$ cat config.mk
export PLATFORM = sky130hd
export DESIGN_NAME = xm_pattern_unpacker
export DESIGN_NICKNAME = d
export VERILOG_FILES = /design/src/rtl/xpu_pkg.sv /design/src/rtl/xm_pattern_unpacker.sv /design/src/rtl/xpu_cfg_regs.sv /design/src/rtl/xpu_cell_asm.sv
export SDC_FILE = /design/constraint.sdc
export NUM_CORES = 1
export LEC_CHECK = 0
export BUFFER_PORTS_ARGS = -buffer_cell sky130_fd_sc_hd__buf_4
export CORE_ASPECT_RATIO = 1.2
export CORE_MARGIN = 5
export CORE_UTILIZATION = 49
export DETAILED_ROUTE_END_ITERATION = 10
export GPL_TIMING_DRIVEN = 0
export PLACE_DENSITY = 0.76
export SLEW_MARGIN = 20
export SYNTH_ARGS = -nofsm -noshare
export SYNTH_HDL_FRONTEND = slang
export SYNTH_SLANG_ARGS = --single-unit
$ cat constraint.sdc
create_clock -name clk -period 4.45 [get_ports clk]
set_input_delay 0.89 -clock clk [delete_from_list [all_inputs] [get_ports clk]]
set_output_delay 0.89 -clock clk [all_outputs]
set_load 0.03 [all_outputs]
$ cat src/rtl/xpu_pkg.sv
// Package for the packed pattern unpacker: result cell type, configuration type,
// register addresses and field codes.
// Depends on nothing; imported by every module of the block.
package xpu_pkg;

  localparam int unsigned MaxChannels = 32;
  localparam int unsigned MaxRows     = 256;

  localparam int unsigned ChanCntW = 6;
  localparam int unsigned RowCntW  = 9;
  localparam int unsigned ChanW    = 5;
  localparam int unsigned RowW     = 8;
  localparam int unsigned ByteW    = 8;
  localparam int unsigned MaskW    = 5;
  localparam int unsigned CellDataW = 56;

  localparam logic [ChanCntW-1:0] ChanCntReset = 6'd4;
  localparam logic [RowCntW-1:0]  RowCntReset  = 9'd64;
  localparam logic [ChanCntW-1:0] ChanCntMax   = 6'(MaxChannels);
  localparam logic [RowCntW-1:0]  RowCntMax    = 9'(MaxRows);

  // Register index as seen in bit 2 of the byte address.
  localparam logic RegChannelCount = 1'b0;
  localparam logic RegRowCount     = 1'b1;

  localparam logic [7:0] MaskFlag     = 8'h80;
  localparam logic [MaskW-1:0] FullMask = 5'h1E;
  localparam logic [7:0] EffExtended  = 8'h0E;
  localparam logic [7:0] EffExtBase   = 8'd36;

  // Position of the next field due in a cell.
  localparam logic [2:0] FpNote   = 3'd0;
  localparam logic [2:0] FpInstr  = 3'd1;
  localparam logic [2:0] FpVolume = 3'd2;
  localparam logic [2:0] FpEffect = 3'd3;
  localparam logic [2:0] FpParam  = 3'd4;

  typedef struct packed {
    logic [ChanCntW-1:0] nch;   // effective channels per row, 1..32
    logic [RowCntW-1:0]  nrow;  // effective rows, 1..256
  } xpu_cfg_t;

  typedef struct packed {
    logic [RowW-1:0]  row;
    logic [ChanW-1:0] channel;
    logic [7:0]       effect_param;
    logic [7:0]       effect;
    logic [7:0]       volume;
    logic [7:0]       instrument;
    logic [7:0]       note;
  } xpu_cell_t;

  typedef struct packed {
    logic      valid;
    logic      last_cell;
    xpu_cell_t entry;
  } xpu_result_t;

endpackage

$ cat src/rtl/xm_pattern_unpacker.sv
// Packed tracker pattern unpacker top level: input byte register, cell assembler,
// result register and configuration port.
// Depends on xpu_pkg, xpu_cfg_regs and xpu_cell_asm.
//
// Usage:
//   The in_ stream carries one byte of packed pattern data per item. The out_
//   stream carries one rebuilt cell per item: five cell fields plus channel and
//   row, with tlast set on the final cell of the pattern. Many input items make
//   no output item; a cell leaves when its last byte has been taken.
//   The cfg_ port holds channel_count at address 0 and row_count at address 4;
//   write them only while the block is idle.
// Flow and throughput:
//   An accepted byte sits in the input register and passes the assembler once
//   the result register is free or being emptied; the cell it completes is
//   then loaded into the result register, where out_tvalid rises. One byte is
//   taken every cycle while the result register is not stalled, set by the
//   single assembler stage between the two registers.
// Reset:
//   rst_n clears the valid flags of both registers, the partial cell and the
//   positions, and sets channel_count to 4 and row_count to 64.
// Stall:
//   While out_tready is low the result holds; one byte waits in the input
//   register and in_tready drops until the result is taken.
module xm_pattern_unpacker
  import xpu_pkg::*;
(
  input  logic                 clk,
  input  logic                 rst_n,
  input  logic                 in_tvalid,
  output logic                 in_tready,
  input  logic [7:0]           in_tdata,   // [7:0] data_byte
  output logic                 out_tvalid,
  input  logic                 out_tready,
  // [7:0] note, [15:8] instrument, [23:16] volume, [31:24] effect,
  // [39:32] effect_param, [44:40] channel, [52:45] row, [55:53] zero
  output logic [CellDataW-1:0] out_tdata,
  output logic                 out_tlast,  // last_cell
  input  logic                 cfg_psel,
  input  logic                 cfg_penable,
  input  logic                 cfg_pwrite,
  input  logic [2:0]           cfg_paddr,
  input  logic [31:0]          cfg_pwdata,
  output logic [31:0]          cfg_prdata,
  output logic                 cfg_pready
);

  xpu_cfg_t    cfg;
  xpu_result_t result;

  logic             in_valid_r, in_valid_nxt;
  logic [ByteW-1:0] in_byte_r, in_byte_nxt;
  logic             out_valid_r, out_valid_nxt;
  xpu_cell_t        out_cell_r, out_cell_nxt;
  logic             out_last_r, out_last_nxt;
  logic             adv;

  // The held byte moves on when the result register is free or being emptied.
  assign adv       = in_valid_r && (!out_valid_r || out_tready);
  assign in_tready = !in_valid_r || adv;

  xpu_cfg_regs u_cfg (
    .clk         (clk),
    .rst_n       (rst_n),
    .cfg_psel    (cfg_psel),
    .cfg_penable (cfg_penable),
    .cfg_pwrite  (cfg_pwrite),
    .cfg_paddr   (cfg_paddr),
    .cfg_pwdata  (cfg_pwdata),
    .cfg_prdata  (cfg_prdata),
    .cfg_pready  (cfg_pready),
    .cfg         (cfg)
  );

  xpu_cell_asm u_asm (
    .clk       (clk),
    .rst_n     (rst_n),
    .en        (adv),
    .data_byte (in_byte_r),
    .cfg       (cfg),
    .result    (result)
  );

  always_comb begin
    in_valid_nxt = in_valid_r;
    in_byte_nxt  = in_byte_r;
    if (in_tvalid && in_tready) begin
      in_valid_nxt = 1'b1;
      in_byte_nxt  = in_tdata;
    end else if (adv) begin
      in_valid_nxt = 1'b0;
    end
  end

  always_comb begin
    out_valid_nxt = out_valid_r;
    out_cell_nxt  = out_cell_r;
    out_last_nxt  = out_last_r;
    if (out_tready) begin
      out_valid_nxt = 1'b0;
    end
    if (adv && result.valid) begin
      out_valid_nxt = 1'b1;
      out_cell_nxt  = result.entry;
      out_last_nxt  = result.last_cell;
    end
  end

  always_ff @(posedge clk) begin
    if (!rst_n) begin
      in_valid_r  <= 1'b0;
      out_valid_r <= 1'b0;
    end else begin
      in_valid_r  <= in_valid_nxt;
      out_valid_r <= out_valid_nxt;
    end
  end

  always_ff @(posedge clk) begin
    in_byte_r  <= in_byte_nxt;
    out_cell_r <= out_cell_nxt;
    out_last_r <= out_last_nxt;
  end

  assign out_tvalid = out_valid_r;
  assign out_tdata  = {{(CellDataW - $bits(xpu_cell_t)){1'b0}}, out_cell_r};
  assign out_tlast  = out_last_r;

endmodule

$ cat src/rtl/xpu_cfg_regs.sv
// Configuration registers of the pattern unpacker behind an APB-style port.
// Depends on xpu_pkg; delivers clamped channel and row counts as xpu_cfg_t.
module xpu_cfg_regs
  import xpu_pkg::*;
(
  input  logic                clk,
  input  logic                rst_n,
  input  logic                cfg_psel,
  input  logic                cfg_penable,
  input  logic                cfg_pwrite,
  input  logic [2:0]          cfg_paddr,
  input  logic [31:0]         cfg_pwdata,
  output logic [31:0]         cfg_prdata,
  output logic                cfg_pready,
  output xpu_cfg_t            cfg
);

  logic [ChanCntW-1:0] chan_cnt_r, chan_cnt_nxt;
  logic [RowCntW-1:0]  row_cnt_r, row_cnt_nxt;
  logic                wr_en;

  assign cfg_pready = 1'b1;
  assign wr_en = cfg_psel && cfg_penable && cfg_pwrite && cfg_pready;

  always_comb begin
    chan_cnt_nxt = chan_cnt_r;
    row_cnt_nxt  = row_cnt_r;
    if (wr_en) begin
      unique case (cfg_paddr[2])
        RegChannelCount: chan_cnt_nxt = cfg_pwdata[ChanCntW-1:0];
        RegRowCount:     row_cnt_nxt  = cfg_pwdata[RowCntW-1:0];
        default:         ;
      endcase
    end
  end

  always_ff @(posedge clk) begin
    if (!rst_n) begin
      chan_cnt_r <= ChanCntReset;
      row_cnt_r  <= RowCntReset;
    end else begin
      chan_cnt_r <= chan_cnt_nxt;
      row_cnt_r  <= row_cnt_nxt;
    end
  end

  always_comb begin
    unique case (cfg_paddr[2])
      RegChannelCount: cfg_prdata = {{(32-ChanCntW){1'b0}}, chan_cnt_r};
      RegRowCount:     cfg_prdata = {{(32-RowCntW){1'b0}}, row_cnt_r};
      default:         cfg_prdata = '0;
    endcase
  end

  // Out-of-range counts act as the nearest legal value.
  always_comb begin
    if (chan_cnt_r == '0) begin
      cfg.nch = ChanCntW'(1);
    end else if (chan_cnt_r > ChanCntMax) begin
      cfg.nch = ChanCntMax;
    end else begin
      cfg.nch = chan_cnt_r;
    end
    if (row_cnt_r == '0) begin
      cfg.nrow = RowCntW'(1);
    end else if (row_cnt_r > RowCntMax) begin
      cfg.nrow = RowCntMax;
    end else begin
      cfg.nrow = row_cnt_r;
    end
  end

endmodule

$ cat src/rtl/xpu_cell_asm.sv
// Cell assembler: holds the partial cell and the channel and row positions,
// and turns one byte into the next state and, when a cell completes, a result.
// Depends on xpu_pkg.
module xpu_cell_asm
  import xpu_pkg::*;
(
  input  logic             clk,
  input  logic             rst_n,
  input  logic             en,
  input  logic [ByteW-1:0] data_byte,
  input  xpu_cfg_t         cfg,
  output xpu_result_t      result
);

  logic                 in_cell_r, in_cell_nxt;
  logic [MaskW-1:0]     mask_r, mask_nxt;
  logic [3:0][7:0]      fields_r, fields_nxt, asm_fields;
  logic [ChanW-1:0]     chan_r, chan_nxt;
  logic [RowW-1:0]      row_r, row_nxt;
  logic [2:0]           fp;
  logic                 emit;
  logic [7:0]           param;
  logic [ChanCntW-1:0]  chan_inc;
  logic [RowCntW-1:0]   row_inc;

  // Index of the lowest field still due.
  always_comb begin
    priority if (mask_r[0]) fp = FpNote;
    else if (mask_r[1])     fp = FpInstr;
    else if (mask_r[2])     fp = FpVolume;
    else if (mask_r[3])     fp = FpEffect;
    else                    fp = FpParam;
  end

  always_comb begin
    in_cell_nxt = in_cell_r;
    mask_nxt    = mask_r;
    asm_fields  = fields_r;
    emit        = 1'b0;
    param       = '0;
    if (en) begin
      if (!in_cell_r) begin
        asm_fields = '0;
        if ((data_byte & MaskFlag) != '0) begin
          mask_nxt = data_byte[MaskW-1:0];
          if (data_byte[MaskW-1:0] == '0) begin
            emit = 1'b1;
          end else begin
            in_cell_nxt = 1'b1;
          end
        end else begin
          asm_fields[0] = data_byte;
          mask_nxt      = FullMask;
          in_cell_nxt   = 1'b1;
        end
      end else if (fp == FpParam) begin
        emit  = 1'b1;
        param = data_byte;
      end else begin
        asm_fields[fp[1:0]] = data_byte;
        mask_nxt = mask_r & ~(MaskW'(1) << fp);
        if (mask_nxt == '0) begin
          emit = 1'b1;
        end
      end
      if (emit) begin
        in_cell_nxt = 1'b0;
        mask_nxt    = '0;
      end
    end
  end

  assign fields_nxt = emit ? '0 : asm_fields;

  // Position advance and pattern-end flag.
  assign chan_inc = {1'b0, chan_r} + ChanCntW'(1);
  assign row_inc  = {1'b0, row_r} + RowCntW'(1);

  always_comb begin
    chan_nxt = chan_r;
    row_nxt  = row_r;
    if (emit) begin
      if (chan_inc >= cfg.nch) begin
        chan_nxt = '0;
        row_nxt  = (row_inc >= cfg.nrow) ? '0 : row_inc[RowW-1:0];
      end else begin
        chan_nxt = chan_inc[ChanW-1:0];
      end
    end
  end

  always_comb begin
    result.valid              = emit;
    result.entry.note         = asm_fields[0];
    result.entry.instrument   = asm_fields[1];
    result.entry.volume       = asm_fields[2];
    result.entry.channel      = chan_r;
    result.entry.row          = row_r;
    result.last_cell          = ({1'b0, chan_r} == cfg.nch - ChanCntW'(1)) &&
                                ({1'b0, row_r} == cfg.nrow - RowCntW'(1));
    // Extended effects carry the subcommand in the parameter's high nibble.
    if (asm_fields[3] == EffExtended) begin
      result.entry.effect       = EffExtBase + {4'b0, param[7:4]};
      result.entry.effect_param = {4'b0, param[3:0]};
    end else begin
      result.entry.effect       = asm_fields[3];
      result.entry.effect_param = param;
    end
  end

  always_ff @(posedge clk) begin
    if (!rst_n) begin
      in_cell_r <= 1'b0;
      mask_r    <= '0;
      fields_r  <= '0;
      chan_r    <= '0;
      row_r     <= '0;
    end else begin
      in_cell_r <= in_cell_nxt;
      mask_r    <= mask_nxt;
      fields_r  <= fields_nxt;
      chan_r    <= chan_nxt;
      row_r     <= row_nxt;
    end
  end

endmodule

Yosys cells after proc, flatten, opt, wreduce, memory -nomap -nowiden --
Index checks and enable logic that the tools add are counted.
Storage, ports and cells: flip-flop bits (word level) 130, input port bits 50, output and inout port bits 92, logic and storage cells 106
Operators by class: add/subtract/negate cells 5, order comparisons 6, equal/unequal tests 5, shift operators 1, multiplexer cells 41, bitwise operators 4, reductions and logical operators 22
Operator list (count):
- 32-bit 2-to-1 mux | 3
- 32-bit one-hot mux with 2 select lines | 1
- 8-bit 2-to-1 mux | 6
- 32-bit bitwise mux | 1
- 5-bit 2-to-1 mux | 5
- 9-bit 2-to-1 mux | 2
- 8-bit demux with 2-bit select | 1
- 1-bit 2-to-1 mux | 15
- 3-bit 2-to-1 mux | 4
- 6-bit 2-to-1 mux | 2
- 5-bit zero test | 2
- 8-bit by 1-bit adder with 9-bit output (second input constant) | 1
- 8-bit by 9-bit equality test with 1-bit output | 1
- 9-bit >= comparator | 1
- 9-bit > comparator (second input constant) | 1
- 9-bit zero test | 1
- 9-bit by 1-bit subtractor with 9-bit output (second input constant) | 1
- 8-bit by 4-bit equality test with 1-bit output (second input constant) | 1
- 2-bit AND reduction | 4
- 6-bit by 4-bit adder with 7-bit output (first input constant) | 1
- 1-bit logical AND | 7
- 7-bit 2-to-1 mux | 1
- 5-bit by 1-bit adder with 6-bit output (second input constant) | 1
- 5-bit by 6-bit equality test with 1-bit output | 1
- other kinds (16) | 20

Longest topological paths before layout --
word-level depth 15, gate-level depth with buffers 12, mapped depth without buffers 11

By module --
A second synthesis with hierarchy kept.
Second synthesis, totals: cell total of the unflattened synthesis 651, area, all modules 6500.0 um2
By module, submodules not included:
- xpu_cell_asm | times used 1, cells each 454, area an instance 3507.1 um2, seq. area each 1021.0 um2
- xm_pattern_unpacker | times used 1, cells each 79, area an instance 2000.7 um2, seq. area each 1901.8 um2
- xpu_cfg_regs | times used 1, cells each 118, area an instance 992.2 um2, seq. area each 300.3 um2

Worst setup path after synthesis --
OpenSTA, ideal clock, no wires.
path type input port to flip-flop, start in out_tready, end reg u_asm.row_r[3], library setup time 0.119 ns, data arrival time 4.378 ns, required time 4.331 ns, slack -0.048 ns, stages on the path 8, path buffers 3, cell sequence nand2b_1 > clkbuf_1 > and2_1 > clkbuf_1 > o31a_1 > clkbuf_1 > a31oi_1 > a32o_1
On the way: longest elaborated chain between the ends 4
RTL lines:
- from (decl) | line xm_pattern_unpacker.sv:33 | input logic out_tready,
- 1-bit logical OR | line xm_pattern_unpacker.sv:58 | assign adv = in_valid_r && (!out_valid_r || out_tready);
- 1-bit logical AND | line xm_pattern_unpacker.sv:58
- 1-bit 2-to-1 mux | line xpu_cell_asm.sv:41 | if (en) begin
- 2-bit AND reduction (no line)
- to (signal assigned) | line xpu_cell_asm.sv:123 | row_r <= row_nxt;
- to (decl) | line xpu_cell_asm.sv:19 | logic [RowW-1:0] row_r, row_nxt;
Every way passes these cells. A chain may end at the register's enable or synchronous reset.

Worst setup path in the final report --
start reg u_cfg.row_cnt_r[4], end reg u_asm.row_r[2]
On the way: longest elaborated chain between the ends 5, elaborated cells between the ends (all ways) 6, those cells by class order compare (2); mux (3); reduce/logical (1)
RTL lines:
- from (decl) | line xpu_cfg_regs.sv:19 | logic [RowCntW-1:0] row_cnt_r, row_cnt_nxt;
- from (signal assigned) | line xpu_cfg_regs.sv:40 | row_cnt_r <= RowCntReset;
- from (signal assigned) | line xpu_cfg_regs.sv:43 | row_cnt_r <= row_cnt_nxt;
- 9-bit > comparator | line xpu_cfg_regs.sv:66 | end else if (row_cnt_r > RowCntMax) begin
- 9-bit 2-to-1 mux | line xpu_cfg_regs.sv:66
- 9-bit 2-to-1 mux (*) | line xpu_cfg_regs.sv:64 | if (row_cnt_r == '0) begin
- 9-bit >= comparator (*) | line xpu_cell_asm.sv:85 | row_nxt = (row_inc >= cfg.nrow) ? '0 : row_inc[RowW-1:0];
- 8-bit 2-to-1 mux (*) | line xpu_cell_asm.sv:85
Mark *: on every way between the ends. The rest lies on a longest branch, timed or not.

==> metrics.yaml <==
grt:
  grt_first_pass_wirelength_um: 22940
  antenna_found_initial: 0
  grt_use_total_pct: 18.77
  gr-total-overflow: 0
  grt_pass1_vias: 4837
  grt_max_degree: 64
  busiest_layer: "met2"
  met2_usage_pct: 33.73
  globalRouteMet1Util_pct: 20.17
  grtUsageMet3_pct: 5.498
timing:
  timing.fmax_ghz: 0.2710
  fin_skew_ps: 7.805
  fin_setup_tns_ps: 0
  timing.final.crit_share_pct: 82.93
  slew_violations: 0
  finalSetupViolCount: 0
  setup_ws_ps: 759.5
  slew_headroom_pct: 46.19
  grt_setup_unrepaired: "false"
  min_period_ps: 3691
  hold_viol_final: 0
  tightestPinTransition_ps: 803.4
routing:
  drtIter0Drc: 191
  wl_um: 13840
  avgViaCountPerCell: 5.338
  drt_pre_antenna_iters: 5
  drc_errors: 0
  antenna_left: 0
  wire_per_inst_um: 15.03
  num_vias: 4916
pwr:
  pwr-share-clk_pct: 46.7
  p_leak_nw: 3.306
  switchingPower_w: 0.0007195
  power_density_nw_per_um2: 385.1
  intPower_w: 0.002275
  power.switching_fraction_pct: 24.03
  pwr-share-comb_pct: 9.5
  p_total_w: 0.002994
  seqPwrFrac_pct: 43.8
  ir_worst_vdd_mv: 0.2426
logic_synthesis:
  synth_adder_area_share_pct: 4.200
  netlist_instances: 611
  synth_top_area_share_pct: 30.05
  synth_simple_gate_area_share_pct: 19.95
  synth-compound-area-share_pct: 9.875
  seq_area_frac_synth_pct: 52.02
  synth_seq_cells: 130
  async_flop_share_pct: 0
  synth_edf_count: 62
  synthTopCellsByCount: "nand2_1, dfxtp_1, edfxtp_1, nor2_1"
  synth_top_family_by_area: "simple AND/OR/NAND/NOR gates"
  synth_area_leaders: "edfxtp_1, dfxtp_1, nand2_1, ha_1, mux2i_1"
  yosys.cell_types.count: 59
  muxShareOfSynthArea_pct: 4.947
  synth_most_common_cell: "nand2_1"
  synthXorXnorAreaFrac_pct: 2.686
  synth_top_cell_by_area: "edfxtp_1"
  synth_warnings: 0
  synth_area_um2: 6196
  synth_top_flop_cell: "dfxtp_1"
  avgSynthCellArea_um2: 10.14
clocking:
  cts_buffers: 17
  h-tree-depth: 4
  clock-root-buffer: "clkbuf_16"
  post-cts-setup-buffer-count: 0
  clock_latency_ps: 420
  cts_hold_buffers: 0
  cts_tree: "yes"
  clock-sinks: 130
  cts.path.max_buffers: 2
  clk_pin_slew_worst_paths_ps: 60
  ctsResizeCount: 0
floorplan:
  die_w_um: 112.7
  die_area_um2: 15000
  ios: 142
  die_h_um: 133.2
  coreArea_um2: 12560
  start_util_pct: 49.35
  rows: 45
placement:
  dp_hpwl_um: 10050
  portBuffers: 89
  finalWeightedCongestion: 0.8695
  dp.cells: 889
  dp_slack_ps: 771.5
final_layout:
  fin_util_pct: 61.92
  area_delta_synth_final_pct: 25.48
  diodes: 0
  instances_no_fill: 921
  drive_above_1_share_pct: 21.40
  nNetsFinal: 814
critical_path:
  path_class: "reg2reg"
  cp_max_fo: 10
  slowest_stage: "a31oi_1"
  r2r_slack_ps: 760
  slowest_delay_ps: 670
  worstSetupEndpointType: "register"
  arrival_ps: 4040
  critical_path_required_ps: 4800
  path_cells: "clkbuf_1 -> nor4_1 -> a21oi_1 -> or2_2 -> inv_1 -> ha_1 -> nand2b_1 -> a211oi_1 -> o311ai_0 -> a31oi_1 -> or3b_1 -> mux2i_1"
  start_kind: "register"
  path_delay_family: "simple AND/OR/NAND/NOR gates"
  critPathBufInv: 2
run_status:
  status: "finished, final reports clean"
min_path:
  hold_path_class: "reg2reg"
run:
  drv_cap: 0
metal layers:
layer  part of all wire (%)  wire, µm
met5                      0         0
met3                    6.6       919
met1                     37      5188
met2                     53      7348
met4                    2.8       385
worst reg2reg max path, delay by kind of cell, from the launching register on:
family	cells	cell delay [ps]
and+or+nand+nor	4	1500
AOI/OAI and AO/OA	4	1230
DFF	1	290
buffers and inverters	2	260
adders and majority gates	1	230
muxes	1	110
power by group through the flow:
stage | combinational, W | sequential, W | clock, W
2_1_floorplan | 0.000170 | 0.00136 | 0
3_3_place_gp | 0.000278 | 0.00134 | 0
3_5_place_dp | 0.000284 | 0.00134 | 0
4_1_cts | 0.000285 | 0.00131 | 0.00141
5_1_grt | 0.000309 | 0.00131 | 0.00147
6_report | 0.000286 | 0.00131 | 0.00140
sequential cells by signal, summed over array words and instances (netlist names):
signal	cells
u_asm.chan_r	5
u_cfg.chan_cnt_r	6
out_tlast	1
out_tdata	53
u_asm.mask_r	5
u_cfg.row_cnt_r	9
u_asm.fields_r	32
u_asm.in_cell_r	1
in_valid_r	1
out_tvalid	1
in_byte_r	8
u_asm.row_r	8
through the flow:
step | instance area, µm² | hold slack (ps)
floorplan | 6291 | 406.4
global placement | 7164 | 417.4
detailed placement | 7167 | 417.2
CTS | 7775 | 431.5
global route | 7775 | 440.6
finish | 7775 | 431.6
final timing paths:
| check | from | endpoint | cells after the start |
|---|---|---|---|
| worst max-delay path | u_cfg.row_cnt_r[4] | u_asm.row_r[2] | 12 |
| worst min-delay path | u_asm.row_r[2] | out_tdata[47] | 0 |
| worst max register to register | u_cfg.row_cnt_r[4] | u_asm.row_r[2] | 12 |
| worst min register to register | u_asm.row_r[2] | out_tdata[47] | 0 |
placed cells by master (no fill, tap or decap), types with 4 or more instances in the layout:
cell	Yosys	final
and3_1	12	12
xnor2_1	9	9
a31oi_1	4	4
nor4_1	6	6
nand3_1	18	18
nor2_1	53	53
dfxtp_1	68	68
a21oi_1	29	29
clkinvlp_4	0	4
nand2b_1	10	10
and2_1	20	20
nand4b_1	4	4
clkbuf_16	0	18
buf_4	27	116
a21boi_0	6	6
nand2_1	70	70
inv_1	13	13
mux2_2	5	5
mux2i_1	25	25
nor3_1	25	25
conb_1	2	27
ha_1	20	20
nor2b_1	8	8
edfxtp_1	62	62
clkbuf_1	29	29
xor2_1	10	10
a32o_1	7	7
o21ai_0	17	17
logic make-up (layout without fill, tap and decap cells):
family | after synthesis | count (layout)
buffers and inverters | 73 | 194
muxes | 30 | 30
xor gates and xnor gates | 19 | 19
adders and majority gates | 21 | 21
and+or+nand+nor | 245 | 245
DFF | 130 | 130
AOI/OAI and AO/OA | 91 | 91
other | 2 | 27
layout make-up:
| type | count | area, µm² |
|---|---|---|
| inverters | 14 | 52.55 |
| clock inverters | 11 | 126.4 |
| plain buffers | 59 | 335.3 |
| well taps | 164 | 205.2 |
| multi-input cells | 433 | 2683 |
| fillers | 1023 | 4781 |
| flip-flops and latches | 130 | 3223 |
| repair buffers | 89 | 668.1 |
| clock buffers | 21 | 481.7 |
Note: power is estimated with default switching activity, not from simulation.
